`src/design/fisd_delay.sv`:
```
// ----------------------------------------------------------------------------
// fisd_delay
// Shift line that holds a 64-bit word for a fixed number of pipeline steps.
// ----------------------------------------------------------------------------
module fisd_delay #(
    parameter int DEPTH = 7
) (
    input  logic        i_clk,
    input  logic        i_en,
    input  logic [63:0] i_d,
    output logic [63:0] o_d
);
    logic [63:0] r_tap [DEPTH];

    // Advance every tap when the pipeline moves
    always_ff @(posedge i_clk) begin
        if (i_en) begin
            r_tap[0] <= i_d;
            for (int i = 1; i < DEPTH; i++) begin
                r_tap[i] <= r_tap[i-1];
            end
        end
    end

    assign o_d = r_tap[DEPTH-1];

endmodule

```
`config.mk`:
```
export PLATFORM = sky130hd
export DESIGN_NAME = fisd_delay
export DESIGN_NICKNAME = d
export VERILOG_FILES = /design/src/design/fisd_delay.sv
export SDC_FILE = /design/constraint.sdc
export NUM_CORES = 1
export LEC_CHECK = 0
export ABC_AREA = 1
export BUFFER_PORTS_ARGS = -buffer_cell sky130_fd_sc_hd__buf_2
export CAP_MARGIN = 0
export CORE_ASPECT_RATIO = 1.4
export CORE_MARGIN = 2
export CORE_UTILIZATION = 57
export DETAILED_ROUTE_END_ITERATION = 8
export PLACE_DENSITY = 0.77
export SLEW_MARGIN = 10
export SYNTH_ARGS = -nofsm -noshare
export SYNTH_HDL_FRONTEND = slang
export SYNTH_SLANG_ARGS = --single-unit
export TNS_END_PERCENT = 30
```
`constraint.sdc`:
```
create_clock -name i_clk -period 1.1 [get_ports i_clk]
set_clock_uncertainty 0.2 [all_clocks]
set_input_delay 0.11 -clock i_clk [delete_from_list [all_inputs] [get_ports i_clk]]
set_output_delay 0.11 -clock i_clk [all_outputs]
set_load 0.01 [all_outputs]
```
---- Word-level counts from Yosys, hierarchy flattened ----
Memories as Yosys holds them, arrays and structs flattened.
Cells that the tools add are included.
storage, ports and cells
  register bits ........................... 0
  RAM bits ................................ 448
  input bits .............................. 66
  output and inout bits ................... 64
  word-level logic and storage cells ...... 3
  memories kept ........................... 1
operators by class
  muxes and demuxes ....................... 2
memories
  memory  depth  bits a word  read ports  clocked after Yosys merged registers in  write ports  RTL line  RTL
  r_tap   7      64           7           0                                        7            13        logic [63:0] r_tap [DEPTH];
operators with widths
  cell               number
  two-way mux 1 bit  2

---- Depth between registers and ports, before layout ----
Gate-level depths: netlist (run 1).
  depth after elaboration ................. 2
  mapped depth ............................ 0
  mapped depth without buffers ............ 0

---- Worst setup path before layout (run 1) ----
No wires, ideal clock.
  path type ............................... reg-to-reg
  start ................................... mem r_tap[0][0]
  end ..................................... mem r_tap[1][0], data pin
  setup time .............................. 0.266 ns
  arrival time ............................ 0.323 ns
  data required time ...................... 0.634 ns
  path slack .............................. 0.311 ns
  stages on the path, launching flop included .. 1
  buffers on the path ..................... 0
  clock period less this slack ............ 0.789 ns
  path through ............................ edfxtp_1
RTL lines
  element          RTL line
  start, declared  13

==> results by group, run 1 <==
GRT
  – GRT overflow: 0
  – M1 GR Usage: 16.8%
  – First-pass GRT wire length: 25,800 um
  – M3 GR Usage: 3.19%
  – Overall routing resource usage: 13.8%
  – Vias in the first global route: 5,007
  – Global Route met2 Usage: 23.9%
  – Largest net degree at the start of global routing: 36
  – Initial antenna violation count: 0
  – Busiest layer in global routing: met2

Worst setup path
  – Worst path cell trace: buf_2
  – CP arrival: 1070 ps
  – Cell family with the largest share of critical-path delay: flip-flops
  – Setup CP Type: register to output pin
  – Required @ worst endpoint: 790 ps
  – CP startpoint kind: register
  – Setup crit end kind: output pin
  – CP max stage delay: 400 ps
  – Buffers & Inverters on Critical Path: 1
  – Crit-path slowest cell: edfxtp_1
  – CP max FO: 1

STA
  – Period utilization: 125%
  – Endpoints failing hold: 205
  – Slew margin rel.: 76.7%
  – RSZ-0062 raised after global routing: yes
  – Worst Tran Pin Value: 350 ps
  – WHS: -156 ps
  – Achievable frequency: 0.725 GHz
  – Tmin final: 1380 ps
  – Final setup vio count: 91
  – Max-slew violations: 0
  – Setup ws final: -279 ps

Layout
  – Design Area, Final: 16,900 sq um
  – Top Registers: r_tap (448)
  – Ant. Diodes: 0
  – Nets: 787
  – Area growth from synthesis to layout: 25.3%
  – Fillers: 1,296
  – Biggest register: r_tap
  – Non-filler cells, final: 1,055
  – #MultiIn Comb: 0
  – Fin util: 72.6%
  – Multi-input logic area: 0 sq um
  – Fraction of layout cells with a size suffix above 1: 29.5%
  – Max reg flops: 448

Yosys
  – Most frequent cell after synthesis: edfxtp_1
  – Post-Syn Nets: 514
  – Synth top area cells: edfxtp_1 (100%)
  – Synthesized cell area: 13,500 sq um
  – Async SR Flop Fraction: 0%
  – Sequential area share after synthesis: 100%
  – Mapped Cells: 448
  – YS warnings: 0
  – Cell taking the most area after synthesis: edfxtp_1
  – EDFF count, synth: 448
  – Top cell type's share of synthesized area: 100%
  – #FFs+latches synth: 448
  – Count of cell types in the netlist: 1
  – Avg Inst Size Synth: 30.0 sq um
  – Main flop type after synthesis: edfxtp_1
  – Commonest cells in the netlist: edfxtp_1 (448)

Floorplan
  – Die Wd: 134 um
  – Row Count: 66
  – Initial cell density of the core: 58.0%
  – Top-level I/O count: 130
  – Core footprint: 23,200 sq um
  – Area of the die: 24,900 sq um
  – Die height: 186 um

Drt
  – Final wirelength: 16,800 um
  – Total iterations of the first detailed-routing run: 4
  – Starting DRC count in detailed routing: 299
  – # DRC: 0
  – DRT antenna net count: 0
  – Via count: 5,010
  – Via density: 4.75
  – Avg WL per Cell: 15.9 um

Run
  – Max-cap violations: 0

Power and ir drop
  – Clk network pwr share: 37.7%
  – Peak VDD IR: 0.00146 V
  – Power Total: 34,200 uW
  – Part of the power in registers: 59.4%
  – Sw Ratio: 18.2%
  – Sw power: 6220 uW
  – P_int: 28,000 uW
  – Pleak: 0.00603 uW
  – Combinational share of power: 2.9%
  – PD cells: 2030 nW/um^2

CTS
  – Clock latency on the worst-skew pair: 500 ps
  – Post-CTS Setup Bufs: 0
  – CTS tree: built
  – Clock transition at path regs: 60 ps
  – Clock Path Buffers: 3
  – CTS buffer count: 39
  – Clock Root Buffer: clkbuf_16
  – Sink Count: 448
  – H-tree Lvls: 2

Status
  – Run status: finished with violations
  – Failing checks: negative hold slack, negative setup slack

Placement
  – Placed cell count: 920
  – Port Buffers: 129
  – Placement Setup Slack: -40.2 ps
  – Gpl congestion: 0.731
  – HPWL Detailed: 9950 um
  – Placed cell areas: 14,900 sq um

Hold path
  – HP Class: primary input to register
## cells by family after synthesis
family	after synthesis	share of synthesized area, %
flip-flops	448	100
## power groups by stage
stage                     clock network [uW]  registers, uW  logic, uW
after global placement                     0          20600        764
after global routing                   13900          20400       1070
final                                  12900          20300        989
after detailed placement                   0          20700        809
after floorplan                            0          20600          0
after CTS                              13300          20300        995
## final cells by class
class | count | area, sq um | share of cell area (%)
Clock buffer | 45 | 1040 | 6.18
Clock inverter | 24 | 194 | 1.15
Sequential cell | 448 | 13500 | 79.8
Tap cell | 306 | 383 | 2.27
Timing Repair Buffer | 232 | 1780 | 10.6
## cells in the final DEF, fill, tap and decap left out
master,netlist,final
clkinv_1,0,10
buf_4,0,23
buf_6,0,2
edfxtp_1,448,448
dlygate4sd3_1,0,65
buf_2,0,126
clkbuf_16,0,41
buf_12,0,14
clkbuf_1,0,4
dlymetal6s4s_1,0,1
inv_6,0,1
clkinv_2,0,7
bufinv_16,0,3
buf_8,0,1
clkinvlp_4,0,3
## final timing paths
check	from	endpoint	slack, ps	depth (start not counted)
worst max-delay path	r_tap[6][38]	o_d[38]	-280	1
worst min-delay path	i_en	r_tap[6][38]	-160	2
worst max register to register	r_tap[0][52]	r_tap[1][52]	230	0
worst min register to register	r_tap[2][55]	r_tap[3][55]	210	0
## routing by layer
layer / wire length [um] / up-vias
met5: 0 / -
met3: 700 / 42
met4: 562 / 0
met2: 8800 / 138
met1: 6740 / 2448
li1: - / 2382
## per-stage QoR
step           setup TNS (ps)  hold slack (ps)
6_report               -20550             -156
2_1_floorplan               0             8.87
3_3_place_gp            -1030             86.3
4_1_cts                -19810             -183
3_5_place_dp            -2720             88.1
5_1_grt                -23760             -171
## timing repair
action,4_1_cts,5_1_grt
hold endpoints to repair,313,171
resized for setup,0,3
hold buffers,65,1
gates cloned,0,0
setup endpoints to repair,64,82
Power figures use the tool's default switching activity.
==> run 2: changes to the inputs <==
- CORE_MARGIN: 2 -> default
- CORE_UTILIZATION: 57 -> 40
- PLACE_DENSITY: 0.77 -> default
==> run 2 against run 1 <==
Compared with the run above:
- the flow still finishes with violations (negative hold slack, negative setup slack)
- sequential share of layout area fell by 1.4 points
- flip-flop and latch count did not move
- final cell count rose by 14%
- via count rose by 2.0%
- non-clock buffer count rose by 7
- hold slack got worse by 30 ps
- wire length rose by 9.6%
- highest routed layer unchanged
==> results by group, run 2 (synthesis gave the netlist of run 1 again) <==
Placement
  – Port Buffers: 129 (unchanged)
  – Placed cell areas: 15,200 sq um (+1.7%)
  – Gpl congestion: 0.667 (-8.7%)
  – Placement Setup Slack: -51.1 ps (-10.9 ps)
  – HPWL Detailed: 11,200 um (+13%)

Drt
  – Final wirelength: 18,400 um (+9.6%)
  – DRT antenna net count: 0 (unchanged)
  – Via count: 5,109 (+2.0%)
  – # DRC: 0 (unchanged)
  – Avg WL per Cell: 15.3 um (-3.7%)
  – Total iterations of the first detailed-routing run: 4 (unchanged)
  – Starting DRC count in detailed routing: 274 (-8.4%)
  – Via density: 4.25 (-10%)

GRT
  – Vias in the first global route: 5,403 (+7.9%)
  – First-pass GRT wire length: 28,400 um (+9.9%)
  – GRT overflow: 0 (unchanged)
  – Initial antenna violation count: 0 (unchanged)
  – Overall routing resource usage: 11.1% (-2.7 points)
  – Largest net degree at the start of global routing: 29 (-19%)

Worst setup path
  – CP startpoint kind: register
  – Required @ worst endpoint: 790 ps (about the same)
  – Cell family with the largest share of critical-path delay: flip-flops
  – CP max stage delay: 410 ps (about the same)
  – CP max FO: 1 (unchanged)
  – Crit-path slowest cell: edfxtp_1
  – Setup crit end kind: output pin
  – Reg2Reg Setup Slack: 220 ps (about the same)
  – Worst path cell trace: buf_6
  – Setup CP Type: register to output pin
  – Buffers & Inverters on Critical Path: 1 (unchanged)
  – CP arrival: 1090 ps (+20 ps)

STA
  – Period utilization: 127% (+2.1 points)
  – Achievable frequency: 0.713 GHz (-1.6%)
  – Max-slew violations: 0 (unchanged)
  – Final setup vio count: 64 (-30%)
  – Slew margin rel.: 81.5% (+4.8 points)
  – RSZ-0062 raised after global routing: yes
  – Endpoints failing hold: 226 (+10%)
  – Tmin final: 1400 ps (+22.9 ps)
  – Setup ws final: -302 ps (-22.9 ps)
  – Worst Tran Pin Value: 277 ps (-72.9 ps)
  – WHS: -186 ps (-30.2 ps)

Layout
  – #MultiIn Comb: 0 (unchanged)
  – Commonest cells after routing, fill and taps aside: edfxtp_1 (448), buf_2 (123), dlygate4sd3_1 (65)
  – Top Registers: r_tap (448)
  – Ant. Diodes: 0 (unchanged)
  – Fraction of layout cells with a size suffix above 1: 30.0% (+0.52 points)
  – Design Area, Final: 17,200 sq um (+1.8%)
  – Multi-input logic area: 0 sq um (unchanged)
  – Leading cell type in the layout, fill and taps excluded: edfxtp_1
  – Nets: 796 (+1.1%)
  – Max reg flops: 448 (unchanged)
  – Fin util: 51.7% (-21 points)
  – Area growth from synthesis to layout: 27.5%
  – Biggest register: r_tap

Floorplan
  – Row Count: 79 (+20%)
  – Core footprint: 33,200 sq um (+43%)
  – Top-level I/O count: 130 (unchanged)
  – Die height: 219 um (+18%)
  – Die Wd: 157 um (+17%)
  – Area of the die: 34,400 sq um (+38%)
  – Initial cell density of the core: 40.5% (-17 points)

Power and ir drop
  – Power Total: 34,800 uW (+1.9%)
  – PD cells: 2030 nW/um^2 (+0.11%)
  – Peak VDD IR: 0.00125 V (-14%)
  – Pleak: 0.00608 uW (+0.96%)

CTS
  – CTS buffer count: 41 (+5.1%)
  – Clock transition at path regs: 60 ps (about the same)
  – Clock Path Buffers: 3 (unchanged)
  – Clock latency on the worst-skew pair: 530 ps (+30 ps)
  – Sink Count: 448 (unchanged)
  – Hold buffer count at cts: 65 (unchanged)
  – H-tree Lvls: 2 (unchanged)
  – CTS tree: built
  – Clock Root Buffer: clkbuf_16

Run
  – Max-cap violations: 0 (unchanged)

Status
  – Run status: finished with violations
  – Failing checks: negative hold slack, negative setup slack

Hold path
  – HP Class: primary input to register
[run 2: cell types whose count changed in the layout (fill, tap and decap cells not counted), sizes merged]
cell	before	now
buf	166	174
clkbuf	45	55
clkinv	17	8
clkinvlp	3	1
dlymetal6s4s	1	0
inv	1	2
[run 2: repair_timing]
item,CTS,global route
pin swaps,0,0
hold endpoints to repair,406,291
cloned,0,0
setup endpoints to repair,64,64
gates resized for setup,2,6
buffers inserted,0,0
[run 2: cell type report]
| cell class | instances | area (sq um) |
|---|---|---|
| clock inverters | 14 | 150 |
| repair buffers | 239 | 1880 |
| clock buffers | 55 | 1120 |
| flip-flops and latches | 448 | 13500 |
| well taps | 445 | 557 |
| fillers | 2652 | 16100 |
[run 2: path summary, 6_finish.rpt]
kind	startpoint	endpoint	cells after the start
setup / recovery	r_tap[6][35]	o_d[35]	1
hold reg to reg	r_tap[4][5]	r_tap[5][5]	0
hold / removal	i_en	r_tap[3][29]	2
setup reg to reg	r_tap[0][54]	r_tap[1][54]	0
[run 2: through the flow]
| step | TNS [ps] | instances |
|---|---|---|
| 2_1_floorplan | 0 | 448 |
| 3_3_place_gp | -2560 | 1067 |
| 3_5_place_dp | -7670 | 1067 |
| 4_1_cts | -18350 | 1201 |
| 5_1_grt | -19760 | 1201 |
| 6_report | -16020 | 1201 |
[run 2: power breakdown]
part	internal (uW)	leakage, uW	total (uW)	switching [uW]
combinational	506	0.00108	1030	525
sequential	20000	0.00438	20300	290
clock	7850	0.000618	13500	5660
total	28400	0.00608	34800	6470
[run 2: per-layer routing]
layer | track usage [%] | routed length (um) | vias to the layer above
met5 | 0 | 0 | -
met4 | 5.39 | 571 | 0
met3 | 3.53 | 1030 | 40
met2 | 18.9 | 9530 | 127
met1 | 12.4 | 7290 | 2540
li1 | - | - | 2402
