**config.mk**
```make
export PLATFORM = sky130hd
export DESIGN_NAME = fisd_fadd
export DESIGN_NICKNAME = d
export VERILOG_FILES = /design/src/design/fisd_pkg.sv /design/src/design/fisd_fadd.sv
export SDC_FILE = /design/constraint.sdc
export NUM_CORES = 2
export LEC_CHECK = 0
export BUFFER_PORTS_ARGS = -buffer_cell sky130_fd_sc_hd__clkbuf_2
export CAP_MARGIN = 10
export CORE_MARGIN = 3
export CORE_UTILIZATION = 38
export DETAILED_ROUTE_END_ITERATION = 12
export PLACE_DENSITY_LB_ADDON = 0.1
export SLEW_MARGIN = 20
export SYNTH_ARGS = -nofsm -noshare
export SYNTH_HDL_FRONTEND = slang
export SYNTH_SLANG_ARGS = --single-unit
```
**constraint.sdc**
```tcl
create_clock -name i_clk -period 9.8 [get_ports i_clk]
set_input_delay 0.98 -clock i_clk [delete_from_list [all_inputs] [get_ports i_clk]]
set_output_delay 0.98 -clock i_clk [all_outputs]
set_load 0.02 [all_outputs]
```
**src/design/fisd_pkg.sv**
```systemverilog
// ----------------------------------------------------------------------------
// fisd_pkg
// Shared types, constants and helper functions for the reciprocal square
// root pipeline (binary64).
// ----------------------------------------------------------------------------
package fisd_pkg;

    // One pipeline lane: valid bit traveling with a binary64 word
    typedef struct packed {
        logic        valid;
        logic [63:0] bits;
    } t_lane;

    // Special-case flags that ride along an arithmetic pipeline
    typedef struct packed {
        logic sign;
        logic nan;
        logic inf;
        logic zero;
    } t_fsp;

    localparam logic [63:0] RSQRT_MAGIC = 64'h5fe6_eb50_c7b5_37a9;
    localparam logic [63:0] CANON_NAN   = 64'h7ff8_0000_0000_0000;
    localparam logic [63:0] ONE_P5_BITS = 64'h3ff8_0000_0000_0000;
    localparam logic [62:0] INF_MAG     = 63'h7ff0_0000_0000_0000;
    localparam logic [10:0] EXP_ONES    = 11'h7ff;

    // Pipeline depths of the arithmetic units
    localparam int MUL_LAT = 7;
    localparam int ADD_LAT = 6;

    // Leading zero count of a 53-bit significand (53 when zero)
    function automatic logic [5:0] f_lzc53(input logic [52:0] v);
        logic [5:0] n;
        n = 6'd53;
        for (int i = 0; i < 53; i++) begin
            if (v[i]) begin
                n = 6'(52 - i);
            end
        end
        return n;
    endfunction

    // Leading zero count of a 56-bit word (56 when zero)
    function automatic logic [5:0] f_lzc56(input logic [55:0] v);
        logic [5:0] n;
        n = 6'd56;
        for (int i = 0; i < 56; i++) begin
            if (v[i]) begin
                n = 6'(55 - i);
            end
        end
        return n;
    endfunction

endpackage

```
**src/design/fisd_fadd.sv**
```systemverilog
// ----------------------------------------------------------------------------
// fisd_fadd
// Six-stage binary64 adder, round to nearest even, subnormals kept.
// ----------------------------------------------------------------------------
module fisd_fadd (
    input  logic            i_clk,
    input  logic            i_rst_n,
    input  logic            i_en,
    input  fisd_pkg::t_lane i_a,
    input  logic [63:0]     i_b,
    output fisd_pkg::t_lane o_res
);
    import fisd_pkg::*;

    logic [5:0] r_valid;
    t_fsp       r_sp [5];
    logic [4:0] r_zsign;

    // stage 1
    logic [52:0] r1_sbig, r1_ssml;
    logic [10:0] r1_e;
    logic [5:0]  r1_d;
    logic        r1_sub;
    // stage 2
    logic [55:0] r2_a, r2_b;
    logic [10:0] r2_e;
    logic        r2_sub;
    // stage 3
    logic [56:0] r3_s;
    logic [10:0] r3_e;
    // stage 4
    logic [55:0] r4_s;
    logic [11:0] r4_e;
    logic [5:0]  r4_lsh;
    logic        r4_zero;
    // stage 5
    logic [55:0] r5_s;
    logic [11:0] r5_e;
    logic        r5_zero;
    // stage 6
    logic [63:0] r6_bits;

    logic [63:0] s_big, s_sml;
    logic [10:0] s_xbig, s_xsml, s_ebig, s_esml, s_dw;
    logic        s_nana, s_nanb, s_infa, s_infb;
    t_fsp        n_sp;
    logic [55:0] s_al;
    logic        s_lost;
    logic [55:0] n4_s;
    logic [11:0] n4_e, s_em1;
    logic [5:0]  s_lz, n4_lsh;
    logic [52:0] s_sig;
    logic        s_up;
    logic [64:0] s_field;
    logic [63:0] n_bits;

    // Classify and order operands by magnitude
    always_comb begin
        if (i_a.bits[62:0] >= i_b[62:0]) begin
            s_big = i_a.bits;
            s_sml = i_b;
        end else begin
            s_big = i_b;
            s_sml = i_a.bits;
        end
        s_xbig = s_big[62:52];
        s_xsml = s_sml[62:52];
        s_ebig = (s_xbig == 11'd0) ? 11'd1 : s_xbig;
        s_esml = (s_xsml == 11'd0) ? 11'd1 : s_xsml;
        s_dw   = s_ebig - s_esml;
        s_nana = (i_a.bits[62:52] == EXP_ONES) && (i_a.bits[51:0] != 52'd0);
        s_nanb = (i_b[62:52] == EXP_ONES) && (i_b[51:0] != 52'd0);
        s_infa = (i_a.bits[62:52] == EXP_ONES) && (i_a.bits[51:0] == 52'd0);
        s_infb = (i_b[62:52] == EXP_ONES) && (i_b[51:0] == 52'd0);
        n_sp.sign = s_big[63];
        n_sp.nan  = s_nana | s_nanb
                  | (s_infa & s_infb & (i_a.bits[63] ^ i_b[63]));
        n_sp.inf  = s_infa | s_infb;
        n_sp.zero = 1'b0;
    end

    // Stage 2 logic: align smaller operand, fold lost bits into sticky
    always_comb begin
        s_al   = {r1_ssml, 3'd0} >> r1_d;
        s_lost = |({r1_ssml, 3'd0} & ~({56{1'b1}} << r1_d));
    end

    // Stage 4 logic: handle carry out, pick left shift for cancellation
    always_comb begin
        s_lz  = f_lzc56(r3_s[55:0]);
        s_em1 = {1'b0, r3_e} - 12'd1;
        if (r3_s[56]) begin
            n4_s   = {r3_s[56:2], r3_s[1] | r3_s[0]};
            n4_e   = {1'b0, r3_e} + 12'd1;
            n4_lsh = 6'd0;
        end else begin
            n4_s   = r3_s[55:0];
            n4_e   = {1'b0, r3_e};
            n4_lsh = ({6'd0, s_lz} > s_em1) ? s_em1[5:0] : s_lz;
        end
    end

    // Stage 6 logic: round to nearest even and pack
    always_comb begin
        s_sig   = r5_s[55:3];
        s_up    = r5_s[2] & ((|r5_s[1:0]) | s_sig[0]);
        s_field = {1'b0, r5_e - 12'd1, 52'd0} + {12'd0, s_sig} + {64'd0, s_up};
        if (r_sp[4].nan) begin
            n_bits = CANON_NAN;
        end else if (r_sp[4].inf) begin
            n_bits = {r_sp[4].sign, INF_MAG};
        end else if (r5_zero) begin
            n_bits = {r_zsign[4], 63'd0};
        end else if (s_field >= {2'd0, INF_MAG}) begin
            n_bits = {r_sp[4].sign, INF_MAG};
        end else begin
            n_bits = {r_sp[4].sign, s_field[62:0]};
        end
    end

    // Advance valid bits
    always_ff @(posedge i_clk) begin
        if (!i_rst_n) begin
            r_valid <= '0;
        end else if (i_en) begin
            r_valid <= {r_valid[4:0], i_a.valid};
        end
    end

    // Advance payload
    always_ff @(posedge i_clk) begin
        if (i_en) begin
            r_sp[0]  <= n_sp;
            r_zsign  <= {r_zsign[3:0], i_a.bits[63] & i_b[63]};
            for (int i = 1; i < 5; i++) begin
                r_sp[i] <= r_sp[i-1];
            end
            // stage 1
            r1_sbig <= {s_xbig != 11'd0, s_big[51:0]};
            r1_ssml <= {s_xsml != 11'd0, s_sml[51:0]};
            r1_e    <= s_ebig;
            r1_d    <= (s_dw > 11'd63) ? 6'd63 : s_dw[5:0];
            r1_sub  <= i_a.bits[63] ^ i_b[63];
            // stage 2
            r2_a   <= {r1_sbig, 3'd0};
            r2_b   <= {s_al[55:1], s_al[0] | s_lost};
            r2_e   <= r1_e;
            r2_sub <= r1_sub;
            // stage 3
            r3_s <= r2_sub ? ({1'b0, r2_a} - {1'b0, r2_b})
                           : ({1'b0, r2_a} + {1'b0, r2_b});
            r3_e <= r2_e;
            // stage 4
            r4_s    <= n4_s;
            r4_e    <= n4_e;
            r4_lsh  <= n4_lsh;
            r4_zero <= r3_s == 57'd0;
            // stage 5
            r5_s    <= r4_s << r4_lsh;
            r5_e    <= r4_e - {6'd0, r4_lsh};
            r5_zero <= r4_zero;
            // stage 6
            r6_bits <= n_bits;
        end
    end

    assign o_res = '{valid: r_valid[5], bits: r6_bits};

endmodule

```
Yosys cells after proc, flatten, opt, wreduce, memory -nomap -nowiden

Memories as Yosys holds them, arrays and structs flattened.
Index checks and enable logic that the tools add are counted.

Register bits after elaboration: 532
Memory bits (writable): 20
Bits of input ports: 132
Output and inout port bits: 65
Logic and storage cells: 143
Memories kept: 1

Memory list:

| name | words | width | rd ports | clocked after memory_dff | wr ports | line            | source |
|---|---|---|---|---|---|---|---|
| r_sp | 5     | 4     | 5        | 0                        | 5        | fisd_fadd.sv:16 | `t_fsp r_sp [5];` |

Add/sub/neg operators: 9
$lt $le $gt $ge: 4
Eq/ne operators: 2
Shift operators: 3
Mux-type cells: 69
Bitwise gates (word level): 13
Reduce and logical (&&, ||, !) cells: 17

Operators with widths:

| kind                                                                    | count |
|---|---|
| 6-bit two-way mux                                                       | 56 |
| 64-bit two-way mux                                                      | 3 |
| 63-bit two-way mux                                                      | 2 |
| 52-bit zero test                                                        | 2 |
| 52-bit nonzero test                                                     | 2 |
| 64-bit by 53-bit adder with 65-bit output                               | 1 |
| 65-bit by 1-bit adder with 65-bit output                                | 1 |
| 65-bit by 63-bit >= comparator with 1-bit output, second input constant | 1 |
| 63-bit >= comparator                                                    | 1 |
| 56-bit by 56-bit adder with 57-bit output                               | 1 |
| 57-bit zero test                                                        | 1 |
| 57-bit two-way mux                                                      | 1 |
| 56-bit by 56-bit subtractor with 57-bit output                          | 1 |
| 56-bit bitwise AND                                                      | 1 |
| 56-bit inverter                                                         | 1 |
| 56-bit OR reduction                                                     | 1 |
| 56-bit by 6-bit left shift with 56-bit output                           | 1 |
| 56-bit by 6-bit left shift with 56-bit output, first input constant     | 1 |
| 56-bit by 6-bit >> shifter with 56-bit output                           | 1 |
| 55-bit two-way mux                                                      | 1 |
| 11-bit two-way mux                                                      | 3 |
| 11-bit equality test, second input constant                             | 2 |
| 11-bit zero test                                                        | 2 |
| 11-bit nonzero test                                                     | 2 |
| 15 further kinds                                                        | 28 |

Depth between registers and ports, before layout

Depth in word-level cells: 58
Gate-level depth with buffers: 26
Mapped depth without buffers: 24

Worst setup path before layout

Ideal clock, no wire load.

Path type: input to register
From: in i_b[40]
To: reg r1_d[2] (data pin)
Setup time: 0.152 ns
Data arrival time: 5.681 ns
Data required time: 9.648 ns
Slack: 3.967 ns
Stages: 26
Path buffers: 2
Path through: inv_1 ha_1 a21oi_1 nor2b_1 o21ai_0 nand2b_1 a21oi_1 o211ai_1 a221oi_1 o221ai_1 a21oi_1 clkbuf_1 buf_1 mux2_2 ha_1 fa_1 nor2b_1 o21ai_0 a21boi_0 o21ai_0 a21boi_0 o21ai_0 a21oi_1 a2111oi_0 o311a_1 o21ai_0

Cells in the longest elaborated chain, start to end: 6
Elaborated cells between the ends (all ways): 9
Classes of those cells: add/sub (1); order compare (2); mux (4); reduce/logical (2)

RTL lines:

| element                                                         | line                             | source |
|---|---|---|
| start, declared                                                 | fisd_fadd.sv:10                  | `input logic [63:0] i_b,` |
| 63-bit >= comparator *                                          | fisd_fadd.sv:59                  | `if (i_a.bits[62:0] >= i_b[62:0]) begin` |
| 64-bit two-way mux / 63-bit two-way mux (equally long branches) | fisd_fadd.sv:59                  |  |
| 11-bit zero test, on equally long branches                      | fisd_fadd.sv:68, fisd_fadd.sv:69 |  |
| 11-bit two-way mux, on equally long branches                    | fisd_fadd.sv:68, fisd_fadd.sv:69 |  |
| 11-bit subtractor *                                             | fisd_fadd.sv:70                  | `s_dw = s_ebig - s_esml;` |
| 11-bit by 6-bit greater-than comparator with 1-bit output       | fisd_fadd.sv:142                 | `r1_d <= (s_dw > 11'd63) ? 6'd63 : s_dw[5:0];` |
| end signal, assigned                                            | fisd_fadd.sv:142                 |  |
| end, declared                                                   | fisd_fadd.sv:22                  | `logic [5:0] r1_d;` |

Every way passes the cells marked *; elsewhere a longest branch is shown, timed or not.
A chain may end at the register's enable or synchronous reset.

Worst setup path after layout

From: in i_b[45]
To: reg r1_d[4] (data pin)

Same word-level chain as after synthesis.

==> results.txt <==
- Among all stages on the critical path, the largest delay is contributed by a221oi_1.
- Dividing the detail-routed wire length by the instance count gives about 21 um.
- STA classifies the critical path endpoint as a flop.
- Overall die height: 319 um
- Walking the worst path, the cells encountered are clkbuf_2, inv_1, ha_1, nand3_1, nor3_1, nand3_1, o21bai_1, o211ai_1, a221oi_1, o221ai_1, a21oi_4, mux2_2, ha_1, fa_1, nor2b_1, o21ai_0, a21boi_0, o21ai_0, a21boi_0, o21ai_0, a21oi_1, a2111oi_0, o311a_1, o21ai_0.
- In the layout the commonest cells are edfxtp_1, nand2_1, nor2_1.
* Net count reported at finish: 4111
- Mean post-synth cell area: between 10 and 15 um^2
- Cells fill a little over two fifths of the core in the end.
- The Yosys step of the flow raised 0 warnings.
* Busiest layer in global routing: met2
* Initial cell density of the core: 38.4%
* Peak fanout along the critical path: 28
- Clock tree from TritonCTS: yes
- Clock skew: 0.0378 ns
- Cells resized by post-CTS repair: 0
- Area added between synthesis and finish: 11.6%
- Routed Wire Length: 108000 um
- After the first detailed-routing iteration, the DRC count stood at 2288.
- Full die area: 102000 um^2
* Die extent in x: 319 um
- Vias/cell: 5.55
- Global routing consumed, on the met1 layer, just under 30% of the routing resources.
* Sum of negative setup slack: 0 ns
* Critical path startpoint category: input pin
* Fmax: 143 MHz
* Post-CTS clock slew at the launch and capture registers of the worst setup and hold paths: 0.06 ns
- Buffer type at the clock tree root: clkbuf_16
- Counting the buffers created by CTS gives 67.
* Slew Limit Headroom: 24.2%
- Setup repair after global routing left no endpoint under its margin.
- Cell seen most often among critical-path stages: o21ai_0
- The first global-routing pass estimated 165000 um of wire.
- The via count of the first global-routing pass came to ~27000.
- Remaining global-route overflow: 0
- Post-synth EDFFs: 541
- On the worst path, the slowest cell contributes a delay of 0.97 ns.
- The number of nets handed over by synthesis was 4003.
- Fraction of synthesis flops using an asynchronous set or reset pin: 0%
* Worst slew pin tran: between 1 and 1.5 ns
- Largest voltage drop on the vdd net: 0.000119 V
- Most common cell after layout, fill and taps aside: edfxtp_1
* Filler cells: 9469
* Share of the clock period used by the worst path after layout: 71.4%
- CTS sink cnt: roughly 550
* H-tree depth reported by CTS: 3
- Clk buf depth: 3
- Fraction of layout cells with a size suffix above 1: 17.6%
- The number of max-slew violations in the final report came to 0.
* Final number of hold-violating endpoints: 0
- Final setup violating endpoints: 0
* Kind of cell adding the most delay to the critical path: compound AO/OA/AOI/OAI gates
* Post-synthesis sequential area ratio: a little over two fifths
- Entering global routing, the biggest net connects 166 pins.
- Main flop type after synthesis: edfxtp_1
* Crit path buf inv count: 2
- The count of buffers added on input and output ports is between 150 and 200.
- The synthesized netlist occupies a cell area of 37300 um^2.
* Worst skew pair latency: roughly 0.64 ns
- For this design the ratio of total power to cell area is 185 nW/um^2.
* Fraction of met3 tracks used by global routing: about 2.4%
- The analysis attributes to cell leakage a power of 15.9 nW.
* DR vias: ~28000
- CP Data Required Time: between 10 and 15 ns
* Post-CTS Setup Bufs: 0
- Routability congestion estimate: 0.898
- Data arrival time at the worst-slack endpoint: 7.47 ns
* Total GRT Usage: between 20% and 30%
* Post-synthesis sequential element count: 547
* Crit path kind: input pin to flop
- Post-layout min period: 7.00 ns
- Path category of the worst min-delay check: flop to flop
- After legalization and detailed placement, the total HPWL measured roughly 84000 um.
- Antenna violations before repair: 3
- Count of inserted antenna diode cells: 0
* Global routing usage on met2: 33.2%
- Count of cell types in the netlist: 90
* Core area: 97000 um^2
- Gate count of the mapped netlist: 3670
- The pre-antenna-repair detailed-routing pass consisted of 6 iterations.
- The run finished with clean final reports.
- Number of max-cap violations: 0
* DRC violation count after routing: 0
- Antenna-violating nets left: 0
- Row generation in the floorplan step produced ~110 rows.
* Hold buffer count at CTS: 0
* I/O pin count: 197
[registers in the layout (all words and copies together) (netlist names), 53 cells and up]
signal / count
r1_sbig: 53
r5_s: 56
r3_s: 57
r6_bits: 64
r1_ssml: 53
r2_b: 56
r4_s: 56
r2_a: 53
[routing by layer]
| layer | vias up | part of all wire, % |
|---|---|---|
| met3 | 133 | 4.2 |
| li1 | 13900 | - |
| met1 | 13600 | 47 |
| met2 | 709 | 46 |
| met4 | 0 | 3.3 |
| met5 | - | 0 |
[cells in the mapped netlist, types with 83 or more instances]
cell      number  area share [%]
o21ai_0      211             2.8
clkbuf_1     150             1.5
nor2_1       337             3.4
ha_1         198             6.6
nor3_1        83             1.1
a21oi_1      227             3.0
xnor2_1       92             2.2
inv_1        201             2.0
mux2_2       184             5.6
edfxtp_1     541              44
mux2i_1      104             2.8
nand2_1      365             3.7
[through the flow]
| stage | worst slack [ns] | power [W] | cell area [um^2] | hold slack [ns] | cells |
|---|---|---|---|---|---|
| 2_1_floorplan | 3.97 | 0.00456 | 37300 | 0.400 | 3670 |
| 3_3_place_gp | 2.31 | 0.00528 | 39400 | 0.401 | 4985 |
| 3_5_place_dp | 2.21 | 0.00527 | 39400 | 0.405 | 4985 |
| 4_1_cts | 2.90 | 0.00777 | 41600 | 0.410 | 5106 |
| 5_1_grt | 2.40 | 0.00812 | 41600 | 0.417 | 5106 |
| 6_report | 2.80 | 0.00769 | 41600 | 0.411 | 5106 |
[final cells by class]
class                      count  area [um^2]  area share, %
multi-input combinational   2725        19400           46.6
inverter                     208          781           1.88
tap                         1276         1600           3.84
timing repair buffer         229         1280           3.07
sequential                   547        16400           39.4
clock inverter                49          473           1.14
clock buffer                  72         1720           4.13
[report_power, final]
part           switching [W]  total (W)  internal, W  leakage, nW
clock network        0.00103    0.00245      0.00142         1.07
registers           0.000240    0.00317      0.00293         5.41
logic                0.00125    0.00207     0.000822         9.40
[cells by family (layout without fill, tap and decap cells)]
logic type | Yosys count | count (layout) | share of synthesized area [%]
and+or+nand+nor | 1194 | 1194 | 15.1
DFF | 547 | 547 | 43.9
xor gates and xnor gates | 147 | 147 | 3.46
adders and majority gates | 204 | 204 | 6.89
buffers and inverters | 398 | 558 | 4.12
AOI/OAI and AO/OA | 823 | 823 | 14.0
muxes | 357 | 357 | 12.5
[final timing paths]
| check | slack, ns | depth (start not counted) | from | endpoint |
|---|---|---|---|---|
| min reg2reg | 0.41 | 0 | r_sp[0][6] | r_sp[0][10] |
| max reg2reg | 5.00 | 20 | r3_s[1] | r4_lsh[4] |
| min | 0.41 | 0 | r_sp[0][6] | r_sp[0][10] |
| max | 2.80 | 24 | i_b[45] | r1_d[4] |
No activity file was read; power rests on OpenSTA's default activity.
