### src/design/fisd_pkg.sv
// ----------------------------------------------------------------------------
// fisd_pkg
// Shared types, constants and helper functions for the reciprocal square
// root pipeline (binary64).
// ----------------------------------------------------------------------------
package fisd_pkg;

    // One pipeline lane: valid bit traveling with a binary64 word
    typedef struct packed {
        logic        valid;
        logic [63:0] bits;
    } t_lane;

    // Special-case flags that ride along an arithmetic pipeline
    typedef struct packed {
        logic sign;
        logic nan;
        logic inf;
        logic zero;
    } t_fsp;

    localparam logic [63:0] RSQRT_MAGIC = 64'h5fe6_eb50_c7b5_37a9;
    localparam logic [63:0] CANON_NAN   = 64'h7ff8_0000_0000_0000;
    localparam logic [63:0] ONE_P5_BITS = 64'h3ff8_0000_0000_0000;
    localparam logic [62:0] INF_MAG     = 63'h7ff0_0000_0000_0000;
    localparam logic [10:0] EXP_ONES    = 11'h7ff;

    // Pipeline depths of the arithmetic units
    localparam int MUL_LAT = 7;
    localparam int ADD_LAT = 6;

    // Leading zero count of a 53-bit significand (53 when zero)
    function automatic logic [5:0] f_lzc53(input logic [52:0] v);
        logic [5:0] n;
        n = 6'd53;
        for (int i = 0; i < 53; i++) begin
            if (v[i]) begin
                n = 6'(52 - i);
            end
        end
        return n;
    endfunction

    // Leading zero count of a 56-bit word (56 when zero)
    function automatic logic [5:0] f_lzc56(input logic [55:0] v);
        logic [5:0] n;
        n = 6'd56;
        for (int i = 0; i < 56; i++) begin
            if (v[i]) begin
                n = 6'(55 - i);
            end
        end
        return n;
    endfunction

endpackage

### src/design/fisd_seed.sv
// ----------------------------------------------------------------------------
// fisd_seed
// First stage: forms x*0.5 exactly rounded and the integer-trick guess y.
// ----------------------------------------------------------------------------
module fisd_seed (
    input  logic            i_clk,
    input  logic            i_rst_n,
    input  logic            i_en,
    input  fisd_pkg::t_lane i_x,
    output fisd_pkg::t_lane o_half,
    output logic [63:0]     o_y
);
    import fisd_pkg::*;

    logic        r_valid;
    logic [63:0] r_half;
    logic [63:0] r_y;
    logic [63:0] n_half;
    logic [63:0] n_y;
    logic [10:0] s_exp;
    logic [52:0] s_q;
    logic        s_up;

    // Halve: drop exponent by one, or shift into subnormal range with RNE
    always_comb begin
        s_exp = i_x.bits[62:52];
        s_q   = {1'b0, i_x.bits[52:1]};
        s_up  = i_x.bits[0] & i_x.bits[1];
        if (s_exp == EXP_ONES) begin
            n_half = i_x.bits;
        end else if (s_exp >= 11'd2) begin
            n_half = i_x.bits - 64'h0010_0000_0000_0000;
        end else begin
            n_half = {i_x.bits[63], 10'd0, s_q + {52'd0, s_up}};
        end
        n_y = RSQRT_MAGIC - {i_x.bits[63], i_x.bits[63:1]};
    end

    always_ff @(posedge i_clk) begin
        if (!i_rst_n) begin
            r_valid <= 1'b0;
        end else if (i_en) begin
            r_valid <= i_x.valid;
        end
    end

    always_ff @(posedge i_clk) begin
        if (i_en) begin
            r_half <= n_half;
            r_y    <= n_y;
        end
    end

    assign o_half = '{valid: r_valid, bits: r_half};
    assign o_y    = r_y;

endmodule

### config.mk
export PLATFORM = sky130hd
export DESIGN_NAME = fisd_seed
export DESIGN_NICKNAME = d
export VERILOG_FILES = /design/src/design/fisd_pkg.sv /design/src/design/fisd_seed.sv
export SDC_FILE = /design/constraint.sdc
export NUM_CORES = 1
export LEC_CHECK = 0
export ABC_AREA = 1
export CORE_UTILIZATION = 55
export DETAILED_ROUTE_END_ITERATION = 8
export DONT_BUFFER_PORTS = 1
export GPL_TIMING_DRIVEN = 0
export PLACE_DENSITY = 0.79
export SLEW_MARGIN = 20
export SYNTH_ARGS = -nofsm -noshare
export SYNTH_HDL_FRONTEND = slang
export SYNTH_SLANG_ARGS = --single-unit
### constraint.sdc
create_clock -name i_clk -period 1.65 [get_ports i_clk]
set_input_delay 0.33 -clock i_clk [delete_from_list [all_inputs] [get_ports i_clk]]
set_output_delay 0.33 -clock i_clk [all_outputs]
set_load 0.03 [all_outputs]
-- Word-level counts from Yosys, hierarchy flattened
Index checks and enable logic that the tools add are counted.
- register bits: 129
- input port bits: 68
- output and inout port bits: 129
- $add $sub $neg: 3
- magnitude comparators: 1
- eq/ne operators: 1
- multiplexer cells: 2
- bitwise logic cells: 1
- operators with widths (kind ; count):
    $mux W64 ; 2
    $sub A63 B64 Y64 const A ; 1
    $sub A64 B53 Y64 const B ; 1
    $add A52 B1 Y53 ; 1
    $eq A11 B11 Y1 const B ; 1
    $ge A11 B2 Y1 const B ; 1
    $and A1 B1 Y1 ; 1

-- Longest topological paths before layout
Gate-level depths: netlist of run 1.
- depth in word-level cells: 4
- depth in mapped cells: 14
- gate-level depth less buffers: 14

-- Least setup slack after synthesis of run 1
Ideal clock, no wire load.
- path type: in2reg
- start point: in i_x[0] (netlist bit)
- end point: reg r_half[42] (data pin)
- arrival time: 1.558 ns
- required time: 1.398 ns
- slack: -0.160 ns
- stages: 14
- cell sequence: nand2_1 inv_1 ha_1 nand3_2 nor2_4 nand2_2 nor2_4 nand2_4 nor2_4 nand2_1 nand2_1 nand2_1 nand2_1 nand2_1
- longest elaborated chain between the ends: 4
- elaborated cells on any way between the ends: 5
- RTL lines (what ; line ; source):
    from (decl) ; fisd_seed.sv:9 ; input fisd_pkg::t_lane i_x,
    $and A1 B1 Y1 ; fisd_seed.sv:28 ; s_up = i_x.bits[0] & i_x.bits[1];
    $add A52 B1 Y53 ; fisd_seed.sv:34 ; n_half = {i_x.bits[63], 10'd0, s_q + {52'd0, s_up}};
    $mux W64 * ; fisd_seed.sv:31 ; end else if (s_exp >= 11'd2) begin
    $mux W64 * ; fisd_seed.sv:29 ; if (s_exp == EXP_ONES) begin
    named net n_half[42] ; fisd_seed.sv:18 ; logic [63:0] n_half;
    to (signal assigned) ; fisd_seed.sv:49 ; r_half <= n_half;
    to (decl) ; fisd_seed.sv:16 ; logic [63:0] r_half;
The timed path passes the listed nets; every way through them passes the cells marked *.
A chain may end at the register's enable or synchronous reset.

-- Final worst setup path of run 1
- start point: in i_x[24] (netlist bit)
- end point: reg r_y[42] (netlist: o_y[42]) (data pin)
- longest elaborated chain between the ends: 1
- RTL lines (what ; line ; source):
    $sub A63 B64 Y64 ; fisd_seed.sv:36 ; n_y = RSQRT_MAGIC - {i_x.bits[63], i_x.bits[63:1]};
    named net n_y[42] ; fisd_seed.sv:19 ; logic [63:0] n_y;
    to (signal assigned) ; fisd_seed.sv:50 ; r_y <= n_y;
    to (decl) ; fisd_seed.sv:17 ; logic [63:0] r_y;
The timed path passes the listed nets, and every way through them passes these cells.

==> flow_summary.toml, run 1 <==
[critical_path]
required_ns = 1.84
reg2reg_depth = 2
r2r-end = "r_valid$_SDFFE_PN0P_"
r2r-start = "r_valid$_SDFFE_PN0P_"
crit_chain = "buf_4 -> nand2_4 -> nor2_1 -> nand2_1 -> nor2_2 -> a21oi_1 -> nand2_2 -> nand2_1 -> nand3_1 -> nand2_1"
r2r_slack_ns = 1.03
crit_slowest_cell = "nor2_2"
arrival_ns = 1.85
endpoint_kind = "flip-flop"
worst-path-stages = 10
crit_family = "simple AND/OR/NAND/NOR gates"
start_kind = "input pin"
crit_type = "input pin to flip-flop"
slowest_delay_ns = 0.26
crit_buf_inv = 1
path_max_fanout = 8
crit_top_cell = "nand2_1"

[sta]
period_share_pct = 101
min_period_ns = 1.66
fin_hold_ws_ns = 0.00877
layout_setup_ws_ns = -0.0110
worst_pin_slew_ns = 0.475
skew_ns = 0
timing.fmax_ghz = 0.602
slew_viol_final = 0
grt_setup_unrepaired = "true"
finalHoldViolations = 0
maxSlewHeadroom_pct = 68.2
final-setup-viol-count = 2

[synth]
syn-num-nets = 1597
synth_seq_cells = 129
yosysSeqAreaShare_pct = 38.0
synthArstFlopShare_pct = 0
syn_area_mm2 = 0.0102
synth_cells = 1522
synth-main-ff-cell = "edfxtp_1"
yosysUniqueCellTypes = 41
postSynthAreaPerCell_um2 = 6.68
netlist.area_leader.share_pct = 37.8
synth_area_leader_cell = "edfxtp_1"
synth_edf_count = 128
synth_area_leaders = "edfxtp_1 (38%), nand2_1 (20%), nor2_1 (8.0%), inv_1 (6.8%), nand3_1 (5.4%)"
yosys_warnings = 0

[finish]
diodes = 0
nets = 1630
drive_gt1_share_pct = 14.9
area_growth_pct = 15.6
fill_cells = 1586
instances_no_fill = 1797
fin_area_mm2 = 0.0118
final_common_cell = "nand2_1"
final_cell_mix = "nand2_1 (525), nor2_1 (182), inv_1 (177)"

[routing]
via_per_inst = 6.10
drtIter0Drc = 1558
wire_per_inst_um = 23.0
vias = 11000
remaining_drc_errors = 0
drt_wl_total_um = 41400
antenna_left = 0
dr.pass1.iters = 8

[placed_design]
dp.cells = 1751
dpl_cell_area_mm2 = 0.0105
port_buffers = 0
gp_congestion = 1.02
dp_hpwl_um = 32600

[die]
num_io_pins = 197
core-area_mm2 = 0.0180
die_x_um = 138
die_h_um = 138
dieArea_mm2 = 0.0190
initial_core_util_pct = 56.4
row_count = 49

[clock_tree]
cts_tree = "done"
ctsRootBufferMaster = "clkbuf_16"
cts.clk_slew.worst_paths_ns = 0.06
cts.sinks = 129
cts_made_buffers = 17
clk_path_buf_depth = 2
htreeDepth = 4
clock_latency_ns = 0.43

[power_and_ir_drop]
vdd_drop_max_uv = 718
p_per_area_mw_per_mm2 = 889
leakage_nw = 5.17
total_power_w = 0.0105

[global_route]
track_usage_pct = 43.2
grt_antenna_before_repair = 1
gr-total-overflow = 0
grt_pass1_vias = 9600
grt_max_degree = 131
grt_pass1_wl_um = 58100

[min_path]
hold-path-cell-count = 0
min_to = "r_half[54]$_DFFE_PP_"
holdCritStartpoint = "i_en"
hp-class = "input pin to flip-flop"

[flow_run]
maxCapViolCount = 0

[status]
violations = "negative setup slack"
status = "finished with violations"
==> what timing repair did <==
action	in CTS	in global routing
setup buffers	1	13
gates resized for setup	38	102
pin swaps	0	13
hold endpoints to repair	1	0
setup endpoints to repair	64	75
hold buffers	1	0
==> state kept, by name, indices dropped and copies added (netlist names) <==
signal	cells
r_valid	1
r_half	64
o_y	64
==> synthesized netlist by cell type, types with 4 or more instances <==
cell	count
nand2_2	9
ha_1	7
o21bai_1	5
clkinv_1	4
inv_2	9
a21oi_1	36
nor2_2	10
inv_1	185
xor2_1	52
nand3_1	109
nor2_4	10
buf_4	11
clkbuf_1	4
nor2_1	216
a31oi_1	4
o21ai_0	66
nand4_1	28
edfxtp_1	128
o21ai_1	8
nor3_2	5
nand2_1	550
buf_2	19
nor3_1	23
==> layer usage <==
metal | up-vias | wire length (um) | share of wire (%) | global-route usage [%]
li1 | 4923 | - | - | -
met1 | 4995 | 16200 | 39 | 59.9
met2 | 922 | 17300 | 42 | 62.0
met3 | 122 | 5940 | 14 | 12.3
met4 | 4 | 1860 | 4.5 | 18.9
met5 | - | 50 | 0.12 | 0
==> area by class of cell <==
type	instances	area, um2	area share [%]
clock inverter	15	255	2.17
buffer	35	245	2.09
sequential	129	3860	32.9
inverter	198	776	6.60
clock buffer	17	425	3.62
tap	229	287	2.44
timing repair buffer	15	115	0.979
multi-input combinational	1159	5790	49.2
==> worst max-delay path by stage <==
stage,startpoint,to,slack [ns]
detailed placement,i_x[17],o_y[40]$_DFFE_PP_,-0.80
CTS,i_x[24],o_y[60]$_DFFE_PP_,0.003
global placement,i_x[17],o_y[56]$_DFFE_PP_,-0.81
finish,i_x[24],o_y[42]$_DFFE_PP_,-0.01
global route,i_x[39],o_y[53]$_DFFE_PP_,-0.07
floorplan,i_x[0],r_half[42]$_DFFE_PP_,-0.07
==> worst register-to-register path: stages, from the launching register on <==
cell and delay [ns]:
dfxtp_1 0.31, o21ai_0 0.15, a21oi_1 0.05
==> where the power goes <==
group / internal [W] / switching [W] / leakage [nW]
combinational: 0.000370 / 0.000935 / 3.57
sequential: 0.00398 / 0.000709 / 1.26
clock: 0.00286 / 0.00160 / 0.332
==> cell families (layout without fill, tap and decap cells) <==
| family | after synthesis | in the layout | synth area share, % |
|---|---|---|---|
| flip-flops | 129 | 129 | 38.0 |
| AND/OR/NAND/NOR | 974 | 974 | 40.6 |
| buffers and inverters | 234 | 280 | 9.36 |
| adder cells (fa/ha/maj) | 7 | 7 | 0.861 |
| XOR/XNOR | 52 | 52 | 4.48 |
| AO/OA/AOI/OAI | 126 | 126 | 6.65 |
==> through the flow <==
stage	util [%]	TNS (ns)	setup slack (ns)
2_1_floorplan	-	-0.0866	-0.0744
3_5_place_dp	58.3	-50.37	-0.801
5_1_grt	65.2	-0.218	-0.0668
3_3_place_gp	58.3	-49.56	-0.814
6_report	65.2	-0.0216	-0.0110
4_1_cts	62.7	0	0.00254
(Power assumes the default switching activity.)
==> run 2: changes to the inputs <==
- ABC_AREA: 1 -> unset
==> flow_summary.toml, run 2 <==
[die]
die_h_um = 120
die_x_um = 120
num_io_pins = 197
row_count = 42
core-area_mm2 = 0.0134
dieArea_mm2 = 0.0144
initial_core_util_pct = 57.0

[critical_path]
crit_chain = "ha_2 -> nand3_2 -> or3_4 -> or3_4 -> buf_6 -> or2_4 -> o21ai_1 -> a21oi_1 -> nor2_1"
r2r-start = "r_valid$_SDFFE_PN0P_"
reg2reg_depth = 2
crit_slowest_cell = "or3_4"
path_max_fanout = 6
crit_top_cell = "or3_4"
endpoint_kind = "flip-flop"
start_kind = "input pin"
slowest_delay_ns = 0.44
arrival_ns = 2.46
crit_type = "input pin to flip-flop"
r2r_slack_ns = 1.06
r2r-end = "r_valid$_SDFFE_PN0P_"
required_ns = 1.88

[global_route]
grt_antenna_before_repair = 0
grt_max_degree = 130
gr-total-overflow = 0
grt_pass1_wl_um = 39700
grt_pass1_vias = 7063
track_usage_pct = 36.8

[sta]
worst_pin_slew_ns = 0.731
period_share_pct = 135
grt_setup_unrepaired = "true"
skew_ns = 0
final-setup-viol-count = 101
min_period_ns = 2.23
finalHoldViolations = 0
slew_viol_final = 0
layout_setup_ws_ns = -0.576
finalSetupTns_ns = -24.60
maxSlewHeadroom_pct = 51.3
timing.fmax_ghz = 0.449

[routing]
drt_wl_total_um = 30600
drtIter0Drc = 1288
remaining_drc_errors = 0
dr.pass1.iters = 8
via_per_inst = 7.10
wire_per_inst_um = 27.5
antenna_left = 0
vias = 7922

[synth]
syn_area_mm2 = 0.00764
synth_edf_count = 128
synth_area_leaders = "edfxtp_1 (50%), xnor2_1 (4.7%), nand2_1 (4.6%), a21oi_1 (3.9%), xor2_1 (3.8%)"
postSynthAreaPerCell_um2 = 9.73
ys_top_cells_by_count = "edfxtp_1 (128), nand2_1 (93), nor2_1 (65)"
yosysUniqueCellTypes = 65
yosysMostFrequentCell = "edfxtp_1"
synth_cells = 786
synthArstFlopShare_pct = 0
synth_area_leader_cell = "edfxtp_1"
synth-main-ff-cell = "edfxtp_1"
yosysSeqAreaShare_pct = 50.5
syn-num-nets = 861
yosys_warnings = 0
synth_seq_cells = 129
netlist.area_leader.share_pct = 50.3

[finish]
final_cell_mix = "edfxtp_1 (128), buf_4 (75), nand2_1 (64)"
final_common_cell = "edfxtp_1"
post-route-util_pct = 85.0
instances_no_fill = 1115
nets = 1001
area_growth_pct = 49.1
drive_gt1_share_pct = 44.1
diodes = 0

[flow_run]
maxCapViolCount = 0

[placed_design]
gp_congestion = 0.915
dp_hpwl_um = 15200
dp.cells = 962
place_ws_ns = -1.55
port_buffers = 0

[clock_tree]
cts_tree = "done"
cts.sinks = 129
cts_made_buffers = 17
clock_latency_ns = 0.43
clk_path_buf_depth = 2
ctsRootBufferMaster = "clkbuf_16"
cts.clk_slew.worst_paths_ns = 0.06
htreeDepth = 4

[power_and_ir_drop]
vdd_drop_max_uv = 879
p_per_area_mw_per_mm2 = 852
leakage_nw = 4.17

[min_path]
holdCritStartpoint = "i_en"
hp-class = "input pin to flip-flop"
min_to = "o_y[35]$_DFFE_PP_"
hold-path-cell-count = 0

[status]
violations = "negative setup slack"
status = "finished with violations"
run 2: cell count changes in the layout (fill, tap and decap cells not counted), moves of 36 or more:
cell / previous run / this run
nand2_1: 525 / 64
inv_1: 177 / 15
nand3_1: 103 / 13
buf_4: 23 / 75
xnor2_1: 0 / 36
nor2_1: 182 / 41
o21ai_0: 60 / 20
buf_6: 3 / 41
run 2: worst max-delay path by stage:
stage,start,end,slack (ns)
after floorplan,i_x[21],r_half[51]$_DFFE_PP_,-0.79
after global placement,i_x[20],r_half[50]$_DFFE_PP_,-1.53
after detailed placement,i_x[0],r_half[50]$_DFFE_PP_,-1.55
after CTS,i_x[16],r_half[51]$_DFFE_PP_,-0.40
after global routing,i_x[2],r_half[43]$_DFFE_PP_,-0.58
final,i_x[2],r_half[43]$_DFFE_PP_,-0.58
run 2: final cells by class:
| type | instances | area (um2) |
|---|---|---|
| buffer | 65 | 746 |
| clock buffer | 25 | 475 |
| clock inverter | 7 | 87.6 |
| fill | 598 | 2000 |
| inverter | 18 | 72.6 |
| multi-input combinational | 570 | 4670 |
| sequential | 129 | 3860 |
| tap | 176 | 220 |
| timing repair buffer | 125 | 1260 |
run 2: repair_timing:
action                                  4_1_cts  5_1_grt
hold endpoints to repair                      1        0
setup buffers                                69       53
hold buffers                                  1        0
pin swaps                                    92       83
resized for setup                           242      154
cloned                                       10        0
endpoints found under the setup margin       94      101
run 2: power breakdown:
part | leakage (nW) | switching (W) | internal, W | total, W
Combinational | 2.63 | 0.000731 | 0.000522 | 0.00125
Clock | 0.275 | 0.00143 | 0.00229 | 0.00372
Sequential | 1.26 | 0.000733 | 0.00400 | 0.00473
Total | 4.17 | 0.00289 | 0.00681 | 0.00970
run 2: layer usage:
| metal | share of wire (%) | track usage (%) |
|---|---|---|
| met5 | 0 | 0 |
| met4 | 7.5 | 20.7 |
| met3 | 13 | 11.2 |
| met2 | 45 | 56.5 |
| met1 | 35 | 46.2 |
run 2: kinds of logic (layout without fill, tap and decap cells):
| group | after synthesis | after routing | synth area share [%] |
|---|---|---|---|
| and+or+nand+nor | 289 | 289 | 18.7 |
| AOI/OAI and AO/OA | 193 | 193 | 15.6 |
| DFF | 129 | 129 | 50.5 |
| buffers and inverters | 87 | 240 | 4.58 |
| xor gates and xnor gates | 74 | 74 | 8.48 |
| adders and majority gates | 7 | 7 | 1.15 |
| muxes | 7 | 7 | 0.917 |
run 2: worst max-delay path, delay by kind of cell:
| family | cells | cell delay, ns |
|---|---|---|
| AND/OR/NAND/NOR | 5 | 1.51 |
| AO/OA/AOI/OAI | 2 | 0.27 |
| adder cells (fa/ha/maj) | 1 | 0.19 |
| buffers and inverters | 1 | 0.15 |
run 2: per-stage QoR:
step	cell area (um2)	hold WS, ns	power (W)
after floorplan	8020	0.429	0.00537
after global placement	8240	0.429	0.00556
after detailed placement	8240	0.429	0.00558
after CTS	10500	0.0155	0.00939
after global routing	11400	0.00648	0.00988
final	11400	0.0138	0.00970
